<file path="config.mk">
export PLATFORM = sky130hd
export DESIGN_NAME = dcpt_back
export DESIGN_NICKNAME = d
export VERILOG_FILES = /design/src/rtl/dcpt_pkg.sv /design/src/rtl/dcpt_div.sv /design/src/rtl/dcpt_back.sv
export SDC_FILE = /design/constraint.sdc
export NUM_CORES = 2
export LEC_CHECK = 0
export BUFFER_PORTS_ARGS = -buffer_cell sky130_fd_sc_hd__buf_2
export CORE_MARGIN = 2
export CORE_UTILIZATION = 55
export DETAILED_ROUTE_END_ITERATION = 8
export HOLD_SLACK_MARGIN = 0.06
export PLACE_DENSITY_LB_ADDON = 0.08
export SYNTH_ARGS = -nofsm -noshare
export SYNTH_HDL_FRONTEND = slang
export SYNTH_SLANG_ARGS = --single-unit
</file>
<file path="constraint.sdc">
create_clock -name clk -period 8.1 [get_ports clk]
set_clock_uncertainty 0.1 [all_clocks]
set_input_delay 0.405 -clock clk [delete_from_list [all_inputs] [get_ports clk]]
set_output_delay 0.405 -clock clk [all_outputs]
set_load 0.05 [all_outputs]
</file>
<file path="src/rtl/dcpt_pkg.sv">
// shared constants for the divisor count prime test block
package dcpt_pkg;
	localparam int unsigned VALUE_BITS_DEF = 20;
	localparam int unsigned COUNT_BITS = 10;
	localparam int unsigned TOTAL_BITS = 20;
	localparam int unsigned QUEUE_DEPTH = 2;
	localparam logic [TOTAL_BITS-1:0] TOTAL_MAX = '1;
endpackage

</file>
<file path="src/rtl/dcpt_div.sv">
// iterative restoring divider giving the remainder and quotient
module dcpt_div #(
	parameter int unsigned W = 20
) (
	input  logic         clk,
	input  logic         arst_n,
	input  logic         start,
	input  logic [W-1:0] dividend,
	input  logic [W-1:0] divisor,
	output logic         done,
	output logic [W-1:0] quot,
	output logic [W-1:0] rem
);
	localparam int unsigned CW = $clog2(W + 1);

	logic [W-1:0]  quot_q, rem_q, dvs_q;
	logic [CW-1:0] cnt_q;
	logic          busy_q;
	logic [W:0]    trial;

	assign trial = {rem_q, quot_q[W-1]} - {1'b0, dvs_q};
	assign quot  = quot_q;
	assign rem   = rem_q;
	assign done  = busy_q && (cnt_q == CW'(0));

	// one quotient bit a cycle
	always_ff @(posedge clk or negedge arst_n) begin
		if (!arst_n) begin
			busy_q <= 1'b0;
			cnt_q  <= '0;
		end else if (start) begin
			busy_q <= 1'b1;
			cnt_q  <= CW'(W);
		end else if (busy_q && cnt_q != CW'(0)) begin
			cnt_q <= cnt_q - CW'(1);
		end else begin
			busy_q <= 1'b0;
		end
	end

	always_ff @(posedge clk) begin
		if (start) begin
			quot_q <= dividend;
			rem_q  <= '0;
			dvs_q  <= divisor;
		end else if (busy_q && cnt_q != CW'(0)) begin
			if (!trial[W]) begin
				rem_q  <= trial[W-1:0];
				quot_q <= {quot_q[W-2:0], 1'b1};
			end else begin
				rem_q  <= {rem_q[W-2:0], quot_q[W-1]};
				quot_q <= {quot_q[W-2:0], 1'b0};
			end
		end
	end
endmodule

</file>
<file path="src/rtl/dcpt_back.sv">
// back end: trial division, primality test of the count and run total
module dcpt_back #(
	parameter int unsigned VALUE_BITS = dcpt_pkg::VALUE_BITS_DEF
) (
	input  logic                           clk,
	input  logic                           arst_n,
	input  logic                           q_valid,
	output logic                           q_take,
	input  logic [VALUE_BITS-1:0]          q_value,
	input  logic                           q_last,
	output logic                           empty,
	input  logic                           pop,
	output logic [dcpt_pkg::COUNT_BITS-1:0] divisor_count,
	output logic                           count_is_prime,
	output logic [dcpt_pkg::TOTAL_BITS-1:0] prime_total,
	output logic                           run_end
);
	import dcpt_pkg::*;

	// counts stay below 2^(VALUE_BITS); the datapath keeps one bit of headroom
	localparam int unsigned KW = VALUE_BITS + 1;
	localparam int unsigned DW = (KW > VALUE_BITS) ? KW : VALUE_BITS;

	typedef enum logic [3:0] {
		S_IDLE, S_CHK, S_DIVW, S_NEXT, S_MUL, S_PCHK, S_PDIVW, S_DONE, S_HOLD
	} state_t;

	state_t        state_q;
	logic [DW-1:0] n_q, d_q, e_q, cnt_q;
	logic          last_q;
	logic          prime_q;
	logic [TOTAL_BITS-1:0] total_q;
	logic          out_valid_q;
	logic [COUNT_BITS-1:0] o_count_q;
	logic          o_prime_q, o_end_q;
	logic [TOTAL_BITS-1:0] o_total_q;

	logic          div_start;
	logic [DW-1:0] div_a, div_b, div_quot, div_rem;
	logic          div_done;
	logic [2*DW-1:0] dsq;
	logic          out_free;
	logic          out_load;

	assign out_free = !out_valid_q || pop;
	assign out_load = (state_q == S_DONE) && out_free;
	assign dsq      = d_q * d_q;
	assign q_take   = (state_q == S_IDLE) && q_valid;

	dcpt_div #(.W(DW)) u_div (
		.clk(clk), .arst_n(arst_n), .start(div_start),
		.dividend(div_a), .divisor(div_b), .done(div_done),
		.quot(div_quot), .rem(div_rem)
	);

	// divider operands depend on phase
	always_comb begin
		div_start = 1'b0;
		div_a     = n_q;
		div_b     = d_q;
		if (state_q == S_CHK && dsq <= {{DW{1'b0}}, n_q}) div_start = 1'b1;
		if (state_q == S_NEXT) div_start = 1'b1;
		if (state_q == S_PCHK) begin
			div_a = cnt_q;
			if (dsq <= {{DW{1'b0}}, cnt_q}) div_start = 1'b1;
		end
	end

	// sequencer for factoring and primality test
	always_ff @(posedge clk or negedge arst_n) begin
		if (!arst_n) begin
			state_q     <= S_IDLE;
			total_q     <= '0;
			out_valid_q <= 1'b0;
			n_q <= '0; d_q <= '0; e_q <= '0; cnt_q <= '0;
			last_q <= 1'b0; prime_q <= 1'b0;
			o_count_q <= '0; o_prime_q <= 1'b0; o_end_q <= 1'b0; o_total_q <= '0;
		end else begin
			if (out_load) out_valid_q <= 1'b1;
			else if (pop) out_valid_q <= 1'b0;
			case (state_q)
				S_IDLE: begin
					if (q_valid) begin
						n_q     <= DW'(q_value);
						last_q  <= q_last;
						d_q     <= DW'(2);
						e_q     <= DW'(1);
						cnt_q   <= DW'(1);
						state_q <= S_CHK;
					end
				end
				S_CHK: begin
					if (dsq <= {{DW{1'b0}}, n_q}) begin
						state_q <= S_DIVW;
					end else begin
						if (n_q > DW'(1)) cnt_q <= cnt_q << 1;
						d_q     <= DW'(2);
						state_q <= S_PCHK;
					end
				end
				S_DIVW: begin
					if (div_done) begin
						if (div_rem == '0) begin
							n_q     <= div_quot;
							e_q     <= e_q + DW'(1);
							state_q <= S_NEXT;
						end else begin
							state_q <= S_MUL;
						end
					end
				end
				S_MUL: begin
					cnt_q   <= DW'(cnt_q * e_q);
					e_q     <= DW'(1);
					d_q     <= d_q + DW'(1);
					state_q <= S_CHK;
				end
				S_NEXT: begin
					// divide again by the same candidate until it no longer goes
					state_q <= S_DIVW;
				end
				S_PCHK: begin
					if (dsq <= {{DW{1'b0}}, cnt_q}) begin
						state_q <= S_PDIVW;
					end else begin
						prime_q <= (cnt_q >= DW'(2));
						state_q <= S_DONE;
					end
				end
				S_PDIVW: begin
					if (div_done) begin
						if (div_rem == '0) begin
							prime_q <= 1'b0;
							state_q <= S_DONE;
						end else begin
							d_q     <= d_q + DW'(1);
							state_q <= S_PCHK;
						end
					end
				end
				S_DONE: begin
					if (out_free) begin
						o_count_q   <= cnt_q[COUNT_BITS-1:0];
						o_prime_q   <= prime_q;
						o_end_q     <= last_q;
						if (prime_q && total_q != TOTAL_MAX) begin
							o_total_q <= total_q + TOTAL_BITS'(1);
							total_q   <= last_q ? '0 : total_q + TOTAL_BITS'(1);
						end else begin
							o_total_q <= total_q;
							total_q   <= last_q ? '0 : total_q;
						end
						state_q <= S_IDLE;
					end
				end
				default: state_q <= S_IDLE;
			endcase
		end
	end

	assign empty          = !out_valid_q;
	assign divisor_count  = o_count_q;
	assign count_is_prime = o_prime_q;
	assign prime_total    = o_total_q;
	assign run_end        = o_end_q;
endmodule

</file>
# == Word-level counts from Yosys, hierarchy flattened ==
# Index checks and enable logic that the tools add are counted.
# op_classes
addsub,5
n_mul,2
n_div,0
magnitude_cmp,4
eq_ne,19
shifts,0
muxes,48
bitwise,0
reduce_logical,29
# op_table
operator,count
$mux 21,16
$pmux 21 s3,2
$le 42x21->1,2
$pmux 21 s4,1
$mux 20,4
$add 21x1->21 const B,2
$mul 21x21->42,1
$pmux 21 s2,1
$pmux 4 s8,1
$sub 22x21->22,1
$ge 21x2->1 const B,1
$gt 21x1->1 const B,1
$logic_not 21->1,1
$mul 21x21->21,1
$add 20x1->20 const B,1
$ne 2x2->1 const B,10
$ne 20x20->1 const B,1
$reduce_and 4->1,5
$eq 4x3->1 const B,4
$mux 4,4
$mux 1,13
$mux 5,2
$reduce_bool 2->1,5
$eq 4x2->1 const B,2
17 further kinds,25
# totals
register_bits,212
latchBits,0
mem_bits_rw,0
mem_bits_ro,0
input_bits,25
elab_cells,125
n_memories,0

# == Longest topological paths before layout ==
# depth
word_depth,8
mapped_depth,39
ltp_nobuf,37

# == Hierarchy ==
# Synthesis repeated with hierarchy kept, for this count alone.
# hier_totals
hier_cells,3607
hier_area_um2,32008.2
# modules_own_cells
mod,n_inst,cells_each,area_per_inst_um2
dcpt_back,1,3202,27836.7
dcpt_div,1,405,4171.5

# == Least setup slack after synthesis ==
# No wires, ideal clock.
# synth_timing
kind,reg2reg
start,reg d_q[0]
end,"reg u_div.dvs_q[0], enable pin"
setup_time_ns,0.365
arrival_ns,8.320
setup_slack_ns,-0.685
stages_incl_launch_ff,30
path_cell_list,dfrtp_1 clkbuf_1 inv_1 buf_1 nor2_1 fa_1 inv_1 fa_1 inv_1 fa_1 fa_1 fa_1 fa_1 inv_1 fa_1 inv_1 ha_1 clkbuf_1 nand2_1 or4b_2 o211ai_1 a41o_1 a31oi_1 xor2_1 nand4_1 or4_4 o21ai_2 a22oi_4 inv_6 buf_2
# synth_via
elab_chain_cells,7
elab_cells_between_ends,8
cone_classes,1 x mul; 2 x order compare; 4 x mux; 1 x reduce/logical
# synth_rtl
item,line_no,source
"start, declared",dcpt_back.sv:29,"logic [DW-1:0] n_q, d_q, e_q, cnt_q;"
"start signal, assigned",dcpt_back.sv:115,d_q <= d_q + DW'(1);
"start signal, assigned",dcpt_back.sv:136,d_q <= d_q + DW'(1);
$mul 21x21->42 *,dcpt_back.sv:47,assign dsq = d_q * d_q;
$le 42x21->1,dcpt_back.sv:61,"if (state_q == S_CHK && dsq <= {{DW{1'b0}}, n_q}) div_start = 1'b1;"
$logic_and 1x1->1,dcpt_back.sv:61,
$mux 1,dcpt_back.sv:61,
$mux 1,dcpt_back.sv:62,if (state_q == S_NEXT) div_start = 1'b1;
$mux 1,dcpt_back.sv:65,"if (dsq <= {{DW{1'b0}}, cnt_q}) div_start = 1'b1;"
$mux 1 *,dcpt_back.sv:63,if (state_q == S_PCHK) begin
named net div_start,dcpt_back.sv:38,logic div_start;
"end signal, assigned",dcpt_div.sv:45,dvs_q <= divisor;
"end, declared",dcpt_div.sv:16,"logic [W-1:0] quot_q, rem_q, dvs_q;"
# Mark *: on every way through the listed nets, which the timed path passes. The rest lies on a longest branch.
# A chain may end at the register's enable or synchronous reset.

# == Worst setup path in the final report ==
# layout_timing
start,reg d_q[5]
end,"reg u_div.dvs_q[10], enable pin"
# layout_via
elab_chain_cells,7
elab_cells_between_ends,8
cone_classes,1 x mul; 2 x order compare; 4 x mux; 1 x reduce/logical
# layout_rtl
item,line_no
$mul 21x21->42 *,dcpt_back.sv:47
$le 42x21->1,dcpt_back.sv:61
$logic_and 1x1->1,dcpt_back.sv:61
$mux 1,dcpt_back.sv:61
$mux 1,dcpt_back.sv:62
$mux 1,dcpt_back.sv:65
$mux 1 *,dcpt_back.sv:63
# Every way passes the cells marked *; elsewhere a longest branch is shown, timed or not.

==> flow_metrics.tcl <==
set metrics [dict create \
    status "finished with violations" \
    violations "negative setup slack" \
    fin_crit_sh_pct 104 \
    fmax_mhz 118 \
    synth_ff_type "dfrtp_1" \
    p_leak_nw 19.1 \
    synth_edf_count 42 \
    yosys_register_bits 211 \
    cts_root_buf "clkbuf_16" \
    slowest_stage "fa_1" \
    syn_nets 4267 \
    layout_commonest_cell "inv_1" \
    initial_core_util_pct 55.5 \
    vdd_drop_max_uv 478 \
    synth_area_leader_cell "fa_1" \
    die_area_mm2 0.0586 \
    crit_path_start "d_q[5]" \
    io_pins 59 \
    critPathMaxFanout 11 \
    wirelength_mm 89.4 \
    routedWlPerCell_um 19.5 \
    powerDensity_mw_per_mm2 371 \
    cts_inserted_buffers 25 \
    die_w_um 242 \
    cts_tree "built" \
    tns_ns -32.06 \
    num_vias 25394 \
    antenna_found_initial 0 \
    rsz0062_at_grt "yes" \
    grt_pass1_vias 26787 \
    critPathRequiredTime_ns 8.33 \
    seq_area_frac_synth_pct 17.3 \
    placed_area_mm2 0.0345 \
    num_rows 87 \
    setup_violations 131 \
    synth_top_area_share_pct 29.9 \
    first_pass_iters 5 \
    endpoint_kind "flip-flop" \
    power_mw 13.7 \
    clkTransAtPathRegs_ns 0.06 \
    synth_warnings 0 \
    syn-cell-area_mm2 0.0312 \
    num-nets-final 4585 \
    r2r_start "d_q[5]" \
    h-tree-depth 1 \
    hold_path_class "in -> reg" \
    cp.arrival_ns 8.69 \
    grtUsageTotal_pct 30.8 \
    via_per_inst 5.55 \
    worstSetupStartpointType "flip-flop" \
    cp_common_cell "fa_1" \
    detailedPlace.worstSlack_ns -0.513 \
    fin_cells 4576 \
    portBuffers 58 \
    hpwlAfterDp_mm 70.7 \
    whs_ns 0.0679 \
    ys_top_cells_by_area "fa_1 (30%), dfrtp_1 (12%), ha_1 (12%)" \
    core_area_mm2 0.0562 \
    antenna_left 0 \
    hold_path.startpoint "q_value[2]" \
    area_growth_pct 18.6 \
    grt_first_pass_wirelength_mm 144 \
    final_cell_mix "inv_1 (639), fa_1 (459), nand2_1 (389)" \
    hold_viol 0 \
    drv_slew 0 \
    finalInstanceArea_mm2 0.0370 \
    critPathKind "reg -> reg" \
    grt_overflow 0 \
    drcViolationCount 0 \
    cts_buffer_depth 3 \
    avgSynthCellArea_um2 8.95 \
    worst_slack_ns -0.358 \
    drive_gt1_share_pct 18.4 \
    insertion_delay_ns 0.57 \
    finalCriticalPeriod_ns 8.46 \
    grt_max_degree 95 \
    critPathMaxStageDelay_ns 0.50 \
    synth_cell_types 82 \
    async_flop_share_pct 70.1 \
    slew_headroom_pct 18.6 \
    place_inst 4462 \
    cts_sinks 211 \
    cap_violations 0 \
    gp_congestion 0.963 \
    fin_util_pct 65.8 \
    worst_slew_pin_slew_ns 1.22 \
    drtIter0Drc 1835 \
    die_h_um 242 \
    antennaDiodeCount 0 \
    synth_cells 3483 \
]
report_power, final:
group / leakage [nW] / switching (mW) / internal [mW]
clock network: 0.416 / 0.502 / 0.677
logic: 16.1 / 5.68 / 4.79
registers: 2.55 / 0.423 / 1.62
total: 19.1 / 6.61 / 7.09
critical path, delay by kind of cell (launching register included):
family / cells / cell delay [ns]
AOI/OAI and AO/OA: 9 / 1.53
xor gates and xnor gates: 1 / 0.18
adders and majority gates: 9 / 3.87
buffers and inverters: 14 / 1.39
DFF: 1 / 0.42
and+or+nand+nor: 6 / 0.74
final timing paths:
kind | cells past startpoint | endpoint | slack, ns
worst max-delay path | 39 | u_div.dvs_q[10] | -0.36
worst min-delay path | 3 | n_q[2] | 0.07
worst max register to register | 39 | u_div.dvs_q[10] | -0.36
worst min register to register | 2 | prime_total[7] | 0.37
max in group asynchronous | 3 | d_q[6] | 6.09
min in group asynchronous | 2 | cnt_q[10] | 0.39
routing by layer:
layer | wire length [um] | global-route usage (%)
met2 | 43300 | 52.5
met5 | 0 | 0
met4 | 3450 | 10.3
met3 | 4570 | 3.18
met1 | 38000 | 41.4
synthesized netlist by cell type, drive strengths merged (18+ instances only):
cell and instances:
nand3 43, clkbuf 139, xor2 59, dfxtp 21
nand4 26, a21oi 85, ha 294, nor3 46
and2 102, a21o 27, nor4 25, xnor2 94
a211oi 31, and3 22, mux2i 61, inv 662
edfxtp 42, nor2 217, nor2b 18, o21ai 182
fa 465, nand2 410, a31oi 41, dfrtp 148
mux2 30, a22oi 19
flip-flops by register name, indices dropped and copies added, names as in the netlist, 3 cells and up:
signal / cells
e_q: 21
cnt_q: 21
total_q: 20
prime_total: 20
u_div.quot: 21
divisor_count: 10
d_q: 21
u_div.dvs_q: 21
state_q: 3
n_q: 21
u_div.cnt_q: 5
u_div.rem: 21
cells by family (layout without fill, tap and decap cells):
group	Yosys count	after routing	synth area share, %
flops	211	211	17.3
mux	91	91	3.05
compound gates	474	474	9.36
buf+inv	825	1162	10.1
xor+xnor	153	153	4.30
fa+ha+maj	760	760	41.7
simple gates	969	969	14.2
cell type report:
| class | count | area (um2) |
|---|---|---|
| Clock inverter | 14 | 151 |
| Tap cell | 756 | 946 |
| Clock buffer | 32 | 693 |
| Multi-Input combinational cell | 2447 | 23600 |
| Timing Repair Buffer | 443 | 3560 |
| Timing Repair inverter | 3 | 23.8 |
| Inverter | 670 | 2540 |
| Sequential cell | 211 | 5400 |
| Fill cell | 4645 | 19200 |
what timing repair did:
item                                    in CTS  in global routing
setup buffers                               28                 18
hold buffers                                14                  0
pin swaps                                   48                 32
gates cloned                                 4                  8
endpoints found under the hold margin      106                  0
resized for setup                          133                 99
endpoints found under the setup margin     130                136
No activity file was read; power rests on OpenSTA's default activity.
